<file path="src/psl_pkg.sv">
// Package for the positional sorted list engine.
// Holds sizes, codes and the record, command, response and cell control types.
// No dependencies.
`default_nettype none

package psl_pkg;

  // List sizing
  localparam int CAPACITY     = 64;
  localparam int PAYLOAD_BITS = 32;
  localparam int IDX_W        = $clog2(CAPACITY);
  localparam int CNT_W        = $clog2(CAPACITY + 1);

  // Field widths of the command and response
  localparam int OP_W  = 2;
  localparam int POS_W = 7;
  localparam int KEY_W = 16;
  localparam int PLD_W = 32;
  localparam int ST_W  = 2;
  localparam int ENT_W = 7;

  // Common width for index, count and position compares
  localparam int CMP_W = (CNT_W > POS_W) ? CNT_W : POS_W;

  // Scan grouping for the first-match search
  localparam int GRP  = 8;
  localparam int NGRP = (CAPACITY + GRP - 1) / GRP;
  localparam int NPAD = NGRP * GRP;

  typedef enum logic [OP_W-1:0] {
    OP_INSERT = 2'd0,
    OP_READ   = 2'd1,
    OP_REMOVE = 2'd2,
    OP_SORTED = 2'd3
  } psl_op_e;

  typedef enum logic [ST_W-1:0] {
    ST_OK     = 2'd0,
    ST_EMPTY  = 2'd1,
    ST_BADPOS = 2'd2,
    ST_FULL   = 2'd3
  } psl_status_e;

  typedef enum logic [1:0] {
    S_IDLE,
    S_FLAG,
    S_GROUP,
    S_APPLY
  } psl_state_e;

  typedef struct packed {
    logic [OP_W-1:0]  op;
    logic [POS_W-1:0] position;
    logic [KEY_W-1:0] key;
    logic [PLD_W-1:0] payload;
  } psl_cmd_t;

  typedef struct packed {
    logic [ST_W-1:0]  status;
    logic [KEY_W-1:0] read_key;
    logic [PLD_W-1:0] read_payload;
    logic [ENT_W-1:0] entries;
  } psl_rsp_t;

  typedef struct packed {
    logic [KEY_W-1:0]        key;
    logic [PAYLOAD_BITS-1:0] payload;
  } psl_rec_t;

  // Broadcast to every cell for the flag compare
  typedef struct packed {
    logic             sorted;
    logic [CNT_W-1:0] count;
    logic [POS_W-1:0] pos;
    logic [KEY_W-1:0] key;
  } psl_ctl_t;

  // Broadcast to every cell for the shift
  typedef struct packed {
    logic ins;
    logic rem;
  } psl_upd_t;

endpackage

`default_nettype wire

</file>
<file path="src/psl_cell.sv">
// One list slot: holds a record, raises its match flag, shifts with its neighbors.
// Depends on psl_pkg.
`default_nettype none

module psl_cell (
  input  logic                     clk_i,
  input  logic [psl_pkg::IDX_W-1:0] idx_i,
  input  psl_pkg::psl_ctl_t        ctl_i,
  input  psl_pkg::psl_upd_t        upd_i,
  input  psl_pkg::psl_rec_t        new_i,
  input  psl_pkg::psl_rec_t        left_i,
  input  psl_pkg::psl_rec_t        right_i,
  input  logic                     mask_i,
  input  logic                     mask_left_i,
  output logic                     flag_o,
  output psl_pkg::psl_rec_t        rec_o
);
  import psl_pkg::*;

  psl_rec_t         rec_q, rec_d;
  logic [CMP_W-1:0] idx_ext, cnt_ext, pos_ext;

  assign idx_ext = CMP_W'(idx_i);
  assign cnt_ext = CMP_W'(ctl_i.count);
  assign pos_ext = CMP_W'(ctl_i.pos);

  // Sorted: slot past the end or key not smaller. Positional: slot is the target.
  always_comb begin
    if (ctl_i.sorted) begin
      flag_o = (idx_ext >= cnt_ext) || (rec_q.key >= ctl_i.key);
    end else begin
      flag_o = (idx_ext == pos_ext);
    end
  end

  // Slots at and above the target move; on insert the target slot takes the new record
  always_comb begin
    rec_d = rec_q;
    if (upd_i.ins && mask_i) begin
      rec_d = mask_left_i ? left_i : new_i;
    end else if (upd_i.rem && mask_i) begin
      rec_d = right_i;
    end
  end

  always_ff @(posedge clk_i) begin
    rec_q <= rec_d;
  end

  assign rec_o = rec_q;

endmodule

`default_nettype wire

</file>
<file path="config.mk">
export PLATFORM = sky130hd
export DESIGN_NAME = psl_cell
export DESIGN_NICKNAME = d
export VERILOG_FILES = /design/src/psl_pkg.sv /design/src/psl_cell.sv
export SDC_FILE = /design/constraint.sdc
export NUM_CORES = 1
export LEC_CHECK = 0
export ABC_AREA = 1
export BUFFER_PORTS_ARGS = -buffer_cell sky130_fd_sc_hd__buf_2
export CAP_MARGIN = 20
export CORE_AREA = 2 2 91 93
export DETAILED_ROUTE_END_ITERATION = 10
export DIE_AREA = 0 0 93 95
export GPL_TIMING_DRIVEN = 0
export PLACE_DENSITY = 0.8
export SLEW_MARGIN = 20
export SYNTH_ARGS = -nofsm -noshare
export SYNTH_HDL_FRONTEND = slang
export SYNTH_SLANG_ARGS = --single-unit
</file>
<file path="constraint.sdc">
create_clock -name clk_i -period 3.1 [get_ports clk_i]
set_clock_uncertainty 0.15 [all_clocks]
set_input_delay 0.31 -clock clk_i [delete_from_list [all_inputs] [get_ports clk_i]]
set_output_delay 0.31 -clock clk_i [all_outputs]
set_load 0.02 [all_outputs]
</file>
# ---- Word level (Yosys, flattened, before mapping)
# Cells that the tools add are included.
dict set report word_totals {
  rom_bits 0
  mem_count 0
  latch_bits 0
  ff_bits 48
  ramBits 0
  out_inout_bits 49
  in_bits 186
}
dict set report op_classes {
  n_bitwise 0
  shift 0
  n_mux 4
  eq_ne 1
  addsub 0
  n_div 0
  magnitude_cmp 2
  multipliers 0
  reduce_logical 4
}
# operator count
set ops {}
lappend ops {{2-to-1 mux 48 bit} 3}
lappend ops {{>= comparator 16 bit} 1}
lappend ops {{== test 6 x 7 -> 1 bit} 1}
lappend ops {{>= comparator 6 x 7 -> 1 bit} 1}
lappend ops {{logical AND 1 bit} 2}
lappend ops {{nonzero test 2 bit} 1}
lappend ops {{logical OR 1 bit} 1}
lappend ops {{2-to-1 mux 1 bit} 1}

# ---- Longest topological paths before layout
dict set report depth {
  depth_word 3
  depth_mapped 13
  depth_no_buf 13
}

# ---- Least setup slack after synthesis
# No wires, ideal clock.
dict set report synth_path {
  path_kind {input port to flip-flop}
  start {in upd_i[1] (netlist bit)}
  end {reg rec_q, in the netlist rec_o[0] (enable)}
  setup_ps 406
  cell_stages 4
  path_slack_ps 799
  required_ps 2544
  arrival_ps 1745
  cell_sequence {nand2_2 buf_4 buf_2 nand2_1}
}
dict set report synth_via {
  elab_chain_cells 2
}
# item line_no
set synth_lines {}
lappend synth_lines {{from (decl)} psl_cell.sv:9} ;# input psl_pkg::psl_upd_t upd_i,
lappend synth_lines {{logical AND 1 bit} psl_cell.sv:39} ;# if (upd_i.ins && mask_i) begin
lappend synth_lines {{nonzero test 2 bit (no source line)} --}
lappend synth_lines {{to (signal assigned)} psl_cell.sv:47} ;# rec_q <= rec_d;
lappend synth_lines {{to (decl)} psl_cell.sv:20} ;# psl_rec_t rec_q, rec_d;
# No other way between the ends.
# A chain may end at the register's enable or synchronous reset.

# ---- Final worst setup path
dict set report layout_path {
  start {reg rec_q, in the netlist rec_o[43]}
  end {out flag_o}
}
dict set report layout_via {
  elab_chain_cells 3
}
# item line_no
set layout_lines {}
lappend layout_lines {{>= comparator 16 bit} psl_cell.sv:30} ;# flag_o = (idx_ext >= cnt_ext) || (rec_q.key >= ctl_i.key);
lappend layout_lines {{logical OR 1 bit} psl_cell.sv:30}
lappend layout_lines {{2-to-1 mux 1 bit} psl_cell.sv:29} ;# if (ctl_i.sorted) begin
lappend layout_lines {{to (decl)} psl_cell.sv:15} ;# output logic flag_o,
# No other way between the ends.

==> summary.md <==
| Metric | Value |
|---|---|
| Max Freq | approximately 450 MHz |
| Syn avg cell area | roughly 8.1 um2 |
| Leakage component of the power | ~0.0024 uW |
| Arithmetic-cell share of the synthesized area counting full adders, half adders and majority gates | under 10% |
| Min Tclk post-route | between 2 and 2.5 ns |
| DP Wirelength | 8.19 mm |
| Number of buffers added on ports | approximately 230 |
| Internal cell power | about 1200 uW |
| Setup repair after global routing missed its margin | no |
| Simple logic cell fraction of the synthesized area | 18.4% |
| Number of distinct library cells after synthesis | 19 |
| Register area share after synthesis | between 40% and 50% |
| Max-slew violation count | 0 |
| Final routed wirelength across all metal layers | slightly above 10 mm |
| Via count of the first global-routing pass | between 3000 and 4000 |
| Number of H-tree levels | 2 |
| Standard-cell rows | 33 |
| Number of endpoints failing setup at the final stage | 0 |
| Clock Power Share | a little over a fifth |
| Total number of nets in the final design | ~840 |
| Setup repair bufs after CTS | 0 |
| Period utilization | between 70% and 80% |
| Quantity of hold-fixing buffers added after cts | 0 |
| Post-synth top cells | sky130_fd_sc_hd__a21oi_1, sky130_fd_sc_hd__nand2_1, sky130_fd_sc_hd__nor2_1 |
| Detail-routed net length per standard cell | approximately 14 um |
| Routability congestion estimate from global placement | 0.876 |
| EDFF count, synth | between 40 and 50 |
| Async set-reset flop share out of synthesis | 0% |
| Via count normalized by instance count | about 4.9 |
| Initial antenna violation count | 0 |
| Crit end category | output pin |
| Largest net degree at the start of global routing | 32 |
| Compound-Gate Fraction of Synth Area | ~17% |
| Post-synthesis share of cell area spent on xor and xnor gates | under 10% |
| Total grt overflow | 0 |
| Status | finished, final reports clean |
| Final std cells w/o fill | approximately 730 |
| Maximum ir drop on the vdd rail | roughly 220 uV |
| Synthesized netlist net count | between 500 and 600 |
| Number of clock sinks | between 40 and 50 |
| Worst slew slack as a fraction of its limit | 66.9% |
| Horizontal die dimension | about 93 um |
| CP Class | reg -> out |
| Clk buf depth | 2 |
| CTS tree | built |
| Maximum Capacitance Violations | 0 |
| Initial drt markers | 110 |
| Top-level I/O count | ~240 |
| Count of warnings emitted by yosys | 0 |
| Critical path peak fanout | 2 |
| Setup TNS | 0 ns |
| Remaining antenna violation count after routing | 0 |
| Max FFs per register | 48 |
| DIE AREA | approximately 0.0088 mm2 |
| DRC violations left | 0 |
| First-pass GRT wire length | ~15 mm |
| Relative contribution of combinational cells to total power | around a third |
| Fraction of power spent switching nets | between 30% and 40% |
| Dominant cells by area after synthesis | sky130_fd_sc_hd__edfxtp_1, sky130_fd_sc_hd__a21oi_1, sky130_fd_sc_hd__nand2_1 |
| Synthesized flop and latch total | between 40 and 50 |
| Switching pwr | 577 uW |
| Dominant register cell in the synthesized netlist | sky130_fd_sc_hd__edfxtp_1 |
| Wire length the detailed router placed on met1 | ~3.6 mm |
| GRT Total Usage | between 20% and 30% |
| 1st-pass router iterations | 5 |
| Seq pwr share | 46.8% |
| Multiplexer fraction of the synthesized cell area | 0% |
| Count of cells resized by post-cts repair | 0 |
| Area growth from synthesis to final layout | 45.5% |
| Launching element type of the critical path | flop |
| Worst path required time | around 2.6 ns |
| Die outline height | approximately 95 um |
| Fraction of layout instances using a drive strength above 1 | between 40% and 50% |
| Synthesized instance count | 385 |
| Path category of the worst min-delay check | in -> reg |
| Area of the core | about 0.0079 mm2 |
| Share of the synthesized area in the top cell type | a little under half |
| Final number of hold-violating endpoints | 0 |
| Inserted Clock Buffers | 5 |
| Clock-pin transition on the worst setup and hold timing paths | around 0.10 ns |
| ANT cells | 0 |
| Starting Density | roughly two fifths |
| Highest routing layer actually used | met4 |
| Clock root buffer | sky130_fd_sc_hd__clkbuf_8 |
| Cell with the most instances after synthesis | sky130_fd_sc_hd__a21oi_1 |
| Wire length on met2 | 5.34 mm |
| Vias after detailed routing | ~3600 |
| Inst Count DP | approximately 730 |
| Combinational family with the most area after synthesis | simple AND/OR/NAND/NOR gates |
| Total power | 1780 uW |
| Sum of met3 wire segment lengths after detailed routing | roughly 950 um |
| Power per unit of standard cell area | roughly 400 mW/mm2 |
| Cell type with the highest aggregate area in the netlist | sky130_fd_sc_hd__edfxtp_1 |
| Data arrival time of the critical path | about 1.8 ns |
| Tightest Pin Transition | ~0.50 ns |
| Post-Syn Area | roughly 0.0031 mm2 |
## cell families after synthesis
| family | count (synthesis) |
|---|---|
| XOR/XNOR | 5 |
| flip-flops | 48 |
| buffers and inverters | 58 |
| AND/OR/NAND/NOR | 149 |
| AO/OA/AOI/OAI | 103 |
| adder cells (fa/ha/maj) | 22 |
## placed cells by master (no fill, tap or decap), types with 2 or more instances in the layout
cell / synthesis / routed
sky130_fd_sc_hd__nor2_1: 57 / 57
sky130_fd_sc_hd__nand2_2: 1 / 2
sky130_fd_sc_hd__nand2_1: 84 / 83
sky130_fd_sc_hd__buf_2: 11 / 245
sky130_fd_sc_hd__inv_2: 2 / 2
sky130_fd_sc_hd__a21oi_1: 101 / 101
sky130_fd_sc_hd__buf_4: 7 / 7
sky130_fd_sc_hd__nand3_1: 4 / 4
sky130_fd_sc_hd__nor3_1: 2 / 2
sky130_fd_sc_hd__xnor2_1: 4 / 4
sky130_fd_sc_hd__edfxtp_1: 48 / 48
sky130_fd_sc_hd__inv_1: 36 / 36
sky130_fd_sc_hd__clkbuf_8: 0 / 5
sky130_fd_sc_hd__ha_1: 22 / 22
sky130_fd_sc_hd__clkbuf_1: 1 / 2
## worst max-delay path, cell delays in order (launching register included)
cell	delay, ns
sky130_fd_sc_hd__edfxtp_1	0.42
sky130_fd_sc_hd__ha_1	0.32
sky130_fd_sc_hd__nand2_1	0.05
sky130_fd_sc_hd__inv_1	0.06
sky130_fd_sc_hd__nand3_1	0.08
sky130_fd_sc_hd__nor3_1	0.15
sky130_fd_sc_hd__nand2_1	0.07
sky130_fd_sc_hd__nand2_1	0.07
sky130_fd_sc_hd__nand2_1	0.05
sky130_fd_sc_hd__nand2_1	0.05
sky130_fd_sc_hd__buf_2	0.16
## metal layers
| layer | track usage (%) | vias up |
|---|---|---|
| met5 | 0 | - |
| met4 | 6.99 | 0 |
| met3 | 6.30 | 20 |
| met2 | 41.9 | 187 |
| met1 | 23.7 | 1591 |
| li1 | - | 1767 |
## layout make-up
class	instances	area [um2]
Buffer	20	115
Clock buffer	6	72.6
Clock inverter	2	16.3
Fill cell	756	3410
Inverter	38	143
Multi-Input combinational cell	279	1410
Sequential cell	48	1440
Tap cell	105	131
Timing Repair Buffer	235	1190
## path summary, 6_finish.rpt
| path | startpoint | to | slack (ns) | depth (start not counted) |
|---|---|---|---|---|
| setup / recovery | rec_o[43] | flag_o | 0.87 | 10 |
| hold / removal | right_i[14] | rec_o[14] | 0.17 | 3 |
## power by group through the flow
stage	sequential (uW)	clock [uW]	combinational, uW
2_1_floorplan	947	0	207
3_3_place_gp	846	0	542
3_5_place_dp	846	0	561
4_1_cts	832	396	564
5_1_grt	840	419	624
6_report	831	382	562
## metrics by stage
stage                     instance area [um2]  util [%]  setup WS (ns)  hold WS, ns
final                                    4520      57.0          0.875        0.175
after floorplan                          3110         -          0.799        0.390
after detailed placement                 4430      55.9           1.01        0.486
after global placement                   4410      55.6         0.0219        0.477
after CTS                                4520      57.0          0.835        0.159
after global routing                     4520      57.0          0.662        0.155
Power figures use the tool's default switching activity.
