==> src/psl_pkg.sv <==
// Package for the positional sorted list engine.
// Holds sizes, codes and the record, command, response and cell control types.
// No dependencies.
`default_nettype none

package psl_pkg;

  // List sizing
  localparam int CAPACITY     = 64;
  localparam int PAYLOAD_BITS = 32;
  localparam int IDX_W        = $clog2(CAPACITY);
  localparam int CNT_W        = $clog2(CAPACITY + 1);

  // Field widths of the command and response
  localparam int OP_W  = 2;
  localparam int POS_W = 7;
  localparam int KEY_W = 16;
  localparam int PLD_W = 32;
  localparam int ST_W  = 2;
  localparam int ENT_W = 7;

  // Common width for index, count and position compares
  localparam int CMP_W = (CNT_W > POS_W) ? CNT_W : POS_W;

  // Scan grouping for the first-match search
  localparam int GRP  = 8;
  localparam int NGRP = (CAPACITY + GRP - 1) / GRP;
  localparam int NPAD = NGRP * GRP;

  typedef enum logic [OP_W-1:0] {
    OP_INSERT = 2'd0,
    OP_READ   = 2'd1,
    OP_REMOVE = 2'd2,
    OP_SORTED = 2'd3
  } psl_op_e;

  typedef enum logic [ST_W-1:0] {
    ST_OK     = 2'd0,
    ST_EMPTY  = 2'd1,
    ST_BADPOS = 2'd2,
    ST_FULL   = 2'd3
  } psl_status_e;

  typedef enum logic [1:0] {
    S_IDLE,
    S_FLAG,
    S_GROUP,
    S_APPLY
  } psl_state_e;

  typedef struct packed {
    logic [OP_W-1:0]  op;
    logic [POS_W-1:0] position;
    logic [KEY_W-1:0] key;
    logic [PLD_W-1:0] payload;
  } psl_cmd_t;

  typedef struct packed {
    logic [ST_W-1:0]  status;
    logic [KEY_W-1:0] read_key;
    logic [PLD_W-1:0] read_payload;
    logic [ENT_W-1:0] entries;
  } psl_rsp_t;

  typedef struct packed {
    logic [KEY_W-1:0]        key;
    logic [PAYLOAD_BITS-1:0] payload;
  } psl_rec_t;

  // Broadcast to every cell for the flag compare
  typedef struct packed {
    logic             sorted;
    logic [CNT_W-1:0] count;
    logic [POS_W-1:0] pos;
    logic [KEY_W-1:0] key;
  } psl_ctl_t;

  // Broadcast to every cell for the shift
  typedef struct packed {
    logic ins;
    logic rem;
  } psl_upd_t;

endpackage

`default_nettype wire

==> src/psl_scan.sv <==
// Two-stage first-match search: turns per-slot flags into an at-or-after mask.
// Depends on psl_pkg.
`default_nettype none

module psl_scan (
  input  logic                         clk_i,
  input  logic [psl_pkg::CAPACITY-1:0] flags_i,
  output logic [psl_pkg::CAPACITY-1:0] mask_o
);
  import psl_pkg::*;

  logic [NPAD-1:0] flag_q;
  logic [NPAD-1:0] pre_d, pre_q;
  logic [NGRP-1:0] any_q;
  logic [NGRP-1:0] grp_prior;

  // Stage 1: capture flags, padded slots stay clear
  always_ff @(posedge clk_i) begin
    flag_q <= NPAD'(flags_i);
  end

  // Prefix OR inside each group of slots
  always_comb begin
    for (int g = 0; g < NGRP; g++) begin
      pre_d[g*GRP] = flag_q[g*GRP];
      for (int j = 1; j < GRP; j++) begin
        pre_d[g*GRP+j] = pre_d[g*GRP+j-1] | flag_q[g*GRP+j];
      end
    end
  end

  // Stage 2: group prefixes and group hit bits
  always_ff @(posedge clk_i) begin
    pre_q <= pre_d;
    for (int g = 0; g < NGRP; g++) begin
      any_q[g] <= pre_d[g*GRP+GRP-1];
    end
  end

  // Any hit in an earlier group
  always_comb begin
    grp_prior[0] = 1'b0;
    for (int g = 1; g < NGRP; g++) begin
      grp_prior[g] = grp_prior[g-1] | any_q[g-1];
    end
  end

  always_comb begin
    for (int i = 0; i < CAPACITY; i++) begin
      mask_o[i] = pre_q[i] | grp_prior[i/GRP];
    end
  end

endmodule

`default_nettype wire

==> config.mk <==
export PLATFORM = sky130hd
export DESIGN_NAME = psl_scan
export DESIGN_NICKNAME = d
export VERILOG_FILES = /design/src/psl_pkg.sv /design/src/psl_scan.sv
export SDC_FILE = /design/constraint.sdc
export NUM_CORES = 1
export LEC_CHECK = 0
export BUFFER_PORTS_ARGS = -buffer_cell sky130_fd_sc_hd__buf_2
export CAP_MARGIN = 20
export CORE_MARGIN = 2
export CORE_UTILIZATION = 40
export DETAILED_ROUTE_END_ITERATION = 10
export GPL_TIMING_DRIVEN = 0
export PLACE_DENSITY = 0.67
export SLEW_MARGIN = 0
export SYNTH_ARGS = -nofsm -noshare
export SYNTH_HDL_FRONTEND = slang
export SYNTH_SLANG_ARGS = --single-unit
==> constraint.sdc <==
create_clock -name clk_i -period 2.65 [get_ports clk_i]
set_clock_uncertainty 0.1 [all_clocks]
set_input_delay 0.53 -clock clk_i [delete_from_list [all_inputs] [get_ports clk_i]]
set_output_delay 0.53 -clock clk_i [all_outputs]
set_load 0.01 [all_outputs]
# ---- After elaboration in Yosys (flattened, before gate mapping)
# Cells that the tools add are included.
dict set report word_totals {
  register_bits 135
  input_bits 65
  output_inout_bits 64
}
dict set report classes {
  bitwise_logic 118
}
# operator n
set ops {}
lappend ops {{$or 1x1->1} 118}

# ---- Logic depth before layout (Yosys ltp)
# Gate-level depths: netlist of the first run.
dict set report logic_depth {
  depth_word 7
  mapped_depth 3
}

# ---- Worst setup path after synthesis of the first run
# OpenSTA, ideal clock, no wires.
dict set report synth_timing {
  path_kind {flip-flop to output port}
  start {reg any_q[1]}
  end {out mask_o[56] (netlist bit)}
  arrival_ns 1.567
  setup_slack_ns 0.453
  n_path_buf 1
  path_stages_with_launch 4
  cell_sequence {dfxtp_1 or4_4 buf_6 or4_1}
}
dict set report synth_via {
  elab_chain_cells 7
}
# element line_no
set synth_lines {}
lappend synth_lines {{start: declaration} psl_scan.sv:14} ;# logic [NGRP-1:0] any_q;
lappend synth_lines {{start signal: indexed assignment} psl_scan.sv:36} ;# any_q[g] <= pre_d[g*GRP+GRP-1];
lappend synth_lines {{$or 1x1->1 (6 in a row)} psl_scan.sv:44} ;# grp_prior[g] = grp_prior[g-1] | any_q[g-1];
lappend synth_lines {{$or 1x1->1} psl_scan.sv:50} ;# mask_o[i] = pre_q[i] | grp_prior[i/GRP];
lappend synth_lines {{end: declaration} psl_scan.sv:8} ;# output logic [psl_pkg::CAPACITY-1:0] mask_o
# Every way passes these cells.

# ---- Worst setup path in the final report of the first run
dict set report layout_timing {
  start {reg any_q[0]}
  end {out mask_o[61] (netlist bit)}
}
# The elaborated chain is that of the path after synthesis.

==> key figures, run 1 <==
Layout
  – Ant. Diodes: 0
  – Layout area overhead: 43.29%
  – Most frequent cells in the layout: 127 x dfxtp_1, 118 x buf_2, 28 x or3_1
  – Layout cells sized above 1: 47.40%
  – Commonest non-fill, non-tap cell in the layout: dfxtp_1
  – Fin nets: 496

Route
  – Met1 WL: 2380 um
  – Routed wl met3: 616 um
  – Metal2 WL: 2748 um
  – Drt wl/cell: 10.55 um
  – DRC Markers: 0
  – Initial DRC Count: 29
  – DRT Pass-1 Iters: 4
  – DR top layer: met4
  – Routed vias/inst: 4.245
  – Vias: 2326
  – Routed Antenna Nets: 0
  – Final WL: 5781 um

Critical path
  – R2R Setup Slk: 1.29 ns
  – Critical Path End: mask_o[61]
  – Critical Path Source: any_q[0]$_DFF_P_
  – Worst R2R Start: flag_q[40]$_DFF_P_
  – CP Capture Type: output pin
  – CP required: 2.02 ns
  – Reg2Reg Depth: 2
  – Stages on worst setup path: 4
  – Worst Path Arrival: 2.16 ns
  – Worst path cell trace: or4_4 > buf_12 > or4_1 > buf_2
  – Startpoint types: register
  – Critical path class: reg2out
  – Max FO, Critical Path: 6
  – Reg2reg end: any_q[5]$_DFF_P_
  – Worst path bufs/invs: 2
  – CP top delay family: simple AND/OR/NAND/NOR gates
  – Delay of the slowest critical-path stage: 0.55 ns
  – Slowest cell on crit path: or4_4

Timing
  – Relative slew margins: 49.71%
  – Total negative slack: -3.075 ns
  – Final Hold Viols: 0
  – Final Max Tran Viols: 0
  – Fin crit share: 105.2%
  – # setup viols final: 32
  – Worst Setup Slack, final: -0.1377 ns
  – Worst Max-Slew Pin Slew: 0.7485 ns
  – Fmax: 358.7 MHz
  – Fin crit period: 2.788 ns
  – Unrepaired setup endpoints after global routing: true

Floorplan
  – Area of the core: 8299 um^2
  – Die height: 96.85 um
  – # rows: 33
  – Die Area: 9380 um^2
  – Initial Utilization: 41.55%
  – Chip width: 96.85 um
  – IO Count: 129

Synthesis
  – Main combinational cell family by area after synthesis: simple AND/OR/NAND/NOR gates
  – Syn Std Cell Area: 3448 um^2
  – FF+latch count, synth: 128
  – Syn Area/Cell: 12.36 um^2
  – Synthesis Warnings: 0
  – Register area share after synthesis: 74.31%
  – Syn Nets: 344
  – Compound-cell area share of the yosys netlist: 0%
  – Multiplexer share of the synthesized area: 0%
  – Post-synth cell types: 16
  – Post-Synth XOR/XNOR Area: 0%
  – Mapped Cells: 279
  – Adder-cell share of the synthesized area: 0%
  – Post-synthesis simple-gate area fraction: 22.21%

Job
  – Max-cap viol count: 0

CTS
  – Clock slew seen by the registers of the worst setup and hold paths: 0.06 ns
  – Hold-fix buffers, CTS: 0
  – CTS H-tree depth: 4
  – CTS tree: done
  – Clk sinks: 128
  – CTS max path bufs: 2
  – CTS Root Buffer Type: clkbuf_8
  – Num CTS Buffers: 17
  – Clock insertion delay at the later pin of the skew report: 0.49 ns

Pwr
  – Share of power burned in combinational logic: 1.9%
  – Net Switching: 833.3 uW
  – Maximum vdd drop: 506.6 uV
  – Net Sw Frac: 19.93%
  – Internal Dissipation: 3347 uW
  – Power per cell area: 846.1 nW/um^2
  – Seq pwr share: 48.5%
  – Total power: 4181 uW
  – Clock network fraction of total power: 49.5%
  – Leak: 0.001978 uW

Placed design
  – Port-buffer cells: 128
  – Final HPWL DP: 4408 um
  – GP Congestion: 0.7448
  – Placement Setup Slack: 0.2607 ns

Status
  – Outcome: finished, violations left
  – Failing checks: setup timing

Min path
  – Worst Hold Class: in2reg

Global routing
  – Total grt overflow: 0
  – Largest net degree at the start of global routing: 17
  – First-pass GRT wire length: 9956 um
  – Vias in the first global route: 2317
  – Total track usage: 13.39%
  – Initial antenna violation count: 0
[what timing repair did]
action,in CTS,in global routing
cloned,1,0
buffers inserted,3,1
pin swaps,1,0
hold endpoints to repair,0,0
setup endpoints to repair,32,38
gates resized for setup,9,19
[layer usage]
layer	track usage, %	up-vias
met5	0	-
met1	14.27	1006
met2	21.79	91
li1	-	1225
met3	8.092	4
met4	4.875	0
[through the flow]
stage | std cells | hold WS, ns | utilization [%] | instance area (um^2)
detailed placement | 512 | 0.2643 | 50.85 | 4220
finish | 548 | 0.03666 | 59.54 | 4941
global route | 548 | 0.003120 | 59.54 | 4941
global placement | 512 | 0.2608 | 50.85 | 4220
CTS | 547 | 0.008843 | 58.45 | 4851
floorplan | 279 | 0.2547 | - | 3448
[kinds of logic (layout without fill, tap and decap cells)]
kind of cell	Yosys count	in the layout
and+or+nand+nor	129	129
DFF	128	128
buffers and inverters	22	186
[Yosys cell counts]
cell	count	area, um^2
or3_2	1	7.510
nand2b_1	15	93.84
inv_1	9	33.78
nand2_1	16	60.06
nor4_1	8	50.05
buf_4	8	60.06
buf_6	1	11.26
nand3b_1	8	60.06
clkbuf_1	4	15.01
nor2_1	8	30.03
or4_1	7	52.55
or2_2	26	162.7
or3_1	29	181.4
nor3_1	9	45.04
or4_4	2	22.52
dfxtp_1	128	2562
[state kept, by name, summed over array words and instances, names as in the netlist]
signal  count
any_q       6
pre_q      58
flag_q     64
[power groups by stage]
stage / sequential [uW] / clock (uW) / combinational [uW]
after floorplan: 2070 / 0 / 30.9
after global placement: 2070 / 0 / 79.2
after detailed placement: 2070 / 0 / 81.3
after CTS: 2030 / 2120 / 81.9
after global routing: 2040 / 2230 / 91.1
final: 2030 / 2070 / 80.5
[area by class of cell]
cell class,instances,area [um^2]
fill,711,3358
sequential,128,2566
multi-input combinational,129,790.8
timing repair buffer,133,765.7
clock buffer,19,441.7
tap,105,131.4
clock inverter,12,110.1
buffer,13,101.3
inverter,9,33.78
[worst reg2reg max path, stage by stage (launching register included)]
cell,delay [ns]
dfxtp_1,0.32
nor4_1,0.65
nand3b_1,0.14
[how the worst min path moves through the flow]
stage	from	cells after the start	slack [ns]	end
3_5_place_dp	flag_q[24]$_DFF_P_	0	0.26	pre_q[24]$_DFF_P_
2_1_floorplan	flag_q[0]$_DFF_P_	0	0.25	pre_q[0]$_DFF_P_
4_1_cts	flags_i[30]	1	0.009	flag_q[30]$_DFF_P_
5_1_grt	flags_i[8]	1	0.003	flag_q[8]$_DFF_P_
6_report	flags_i[12]	1	0.04	flag_q[12]$_DFF_P_
3_3_place_gp	flag_q[56]$_DFF_P_	0	0.26	pre_q[56]$_DFF_P_
Power figures use the tool's default switching activity.
==> inputs of run 2 (changes only) <==
--- a/config.mk
+++ b/config.mk
@@ -12,6 +12,7 @@
 export DETAILED_ROUTE_END_ITERATION = 10
 export GPL_TIMING_DRIVEN = 0
 export PLACE_DENSITY = 0.67
+export SETUP_SLACK_MARGIN = 0.1
 export SLEW_MARGIN = 0
 export SYNTH_ARGS = -nofsm -noshare
 export SYNTH_HDL_FRONTEND = slang
==> key figures, run 2 (synthesis gave the netlist of run 1 again) <==
Placed design
  – GP Congestion: 0.7448 (unchanged)
  – Port-buffer cells: 128 (unchanged)
  – Final HPWL DP: 4408 um (unchanged)
  – Placement Setup Slack: 0.2607 ns (unchanged)

Global routing
  – Total grt overflow: 0 (unchanged)
  – Initial antenna violation count: 0 (unchanged)
  – Total track usage: 13.42% (+0.031 points)
  – Largest net degree at the start of global routing: 17 (unchanged)
  – First-pass GRT wire length: 9984 um (+0.28%)
  – Vias in the first global route: 2321 (+0.17%)

Pwr
  – Leak: 0.001978 uW (about the same)
  – Power per cell area: 845.0 nW/um^2 (-0.13%)
  – Maximum vdd drop: 506.6 uV (about the same)

Floorplan
  – Initial Utilization: 41.55% (unchanged)
  – Die Area: 9380 um^2 (unchanged)
  – Die height: 96.85 um (unchanged)
  – Area of the core: 8299 um^2 (unchanged)
  – Chip width: 96.85 um (unchanged)
  – # rows: 33 (unchanged)
  – IO Count: 129 (unchanged)

Layout
  – Top flop regs: flag_q x64, pre_q x58, any_q x6
  – Ant. Diodes: 0 (unchanged)
  – Most frequent cells in the layout: 126 x dfxtp_1, 118 x buf_2, 28 x or3_1
  – Max reg flops: 64 (unchanged)
  – Fillers: 712 (+0.14%)
  – Largest Register: flag_q
  – Layout cells sized above 1: 47.86% (+0.45 points)
  – Layout area overhead: 43.47%
  – Commonest non-fill, non-tap cell in the layout: dfxtp_1
  – Fin nets: 496 (unchanged)

Route
  – Routed vias/inst: 4.245 (unchanged)
  – DRT Pass-1 Iters: 4 (unchanged)
  – Final WL: 5799 um (+0.31%)
  – Vias: 2326 (unchanged)
  – Drt wl/cell: 10.58 um (+0.31%)
  – Initial DRC Count: 28 (-3.4%)
  – DRC Markers: 0 (unchanged)
  – Routed Antenna Nets: 0 (unchanged)

CTS
  – Clk sinks: 128 (unchanged)
  – CTS max path bufs: 2 (unchanged)
  – Clock insertion delay at the later pin of the skew report: 0.49 ns (about the same)
  – Clock slew seen by the registers of the worst setup and hold paths: 0.06 ns (about the same)
  – Num CTS Buffers: 17 (unchanged)
  – CTS Root Buffer Type: clkbuf_8
  – Hold-fix buffers, CTS: 0 (unchanged)
  – CTS tree: done
  – CTS H-tree depth: 4 (unchanged)

Critical path
  – CP top delay family: simple AND/OR/NAND/NOR gates
  – CP required: 2.02 ns (about the same)
  – Worst Path Arrival: 2.16 ns (about the same)
  – CP Capture Type: output pin
  – Critical path class: reg2out
  – Delay of the slowest critical-path stage: 0.55 ns (about the same)
  – Worst path cell trace: or4_4 > buf_12 > or4_1 > buf_2
  – Startpoint types: register
  – Max FO, Critical Path: 6 (unchanged)
  – Slowest cell on crit path: or4_4
  – Worst path bufs/invs: 2 (unchanged)

Timing
  – Worst Setup Slack, final: -0.1370 ns (+0.0006580 ns)
  – Worst Max-Slew Pin Slew: 0.7292 ns (-0.01932 ns)
  – Unrepaired setup endpoints after global routing: true
  – Final Hold Viols: 0 (unchanged)
  – Fmax: 358.8 MHz (about the same)
  – Relative slew margins: 50.94% (+1.2 points)
  – Fin crit period: 2.787 ns (-0.0006580 ns)
  – Hold Slack: 0.03698 ns (+0.0003139 ns)
  – # setup viols final: 32 (unchanged)
  – Fin crit share: 105.2% (about the same)
  – Final Max Tran Viols: 0 (unchanged)

Status
  – Outcome: finished, violations left
  – Failing checks: setup timing

Job
  – Max-cap viol count: 0 (unchanged)

Min path
  – Worst Hold Class: in2reg
==> run 2: cell counts in the layout (fill, tap and decap cells not counted) <==
No cell type changed its count.
==> run 2: cell type report <==
class                      instances  area (um^2)  area share [%]
buffer                            13        101.3           2.049
clock buffer                      19        441.7           8.928
clock inverter                    12        110.1           2.226
inverter                           9        33.78          0.6829
multi-input combinational        129        795.8           16.08
sequential                       128         2567           51.90
tap                              105        131.4           2.656
timing repair buffer             133        765.7           15.48
==> run 2: metrics by stage <==
step,cells,utilization (%),power (uW),instance area (um^2),TNS (ns)
finish,548,59.61,4180,4947,-3.054
detailed placement,512,50.85,2154,4220,0
global route,548,59.61,4361,4947,-5.205
global placement,512,50.85,2150,4220,0
floorplan,279,-,2096,3448,0
CTS,547,58.51,4235,4856,-4.434
==> run 2: layer usage <==
metal	share of wire, %	global-route usage, %	vias up
met2	48	21.90	91
met1	41	14.27	1004
met4	0.62	4.875	0
li1	-	-	1227
met5	0	0	-
met3	11	8.092	4
==> run 2: path summary, 6_finish.rpt <==
check / startpoint / endpoint / slack (ns) / depth (start not counted)
setup / recovery: any_q[0]$_DFF_P_ / mask_o[61] / -0.14 / 4
hold / removal: flags_i[12] / flag_q[12]$_DFF_P_ / 0.04 / 1
setup reg to reg: flag_q[40]$_DFF_P_ / any_q[5]$_DFF_P_ / 1.29 / 2
hold reg to reg: flag_q[56]$_DFF_P_ / pre_q[56]$_DFF_P_ / 0.27 / 0
==> run 2: power breakdown <==
part	internal, uW	leakage [uW]	switching, uW
Clock	1290	0.000263	780
Combinational	54.4	0.000650	26.1
Sequential	2000	0.00106	26.9
Total	3350	0.00198	833
==> run 2: repair_timing <==
action                                  4_1_cts  5_1_grt
setup buffers                                 3        1
pin swaps                                     1        0
gates resized for setup                      10       20
endpoints found under the setup margin       32       32
gates cloned                                  1        0
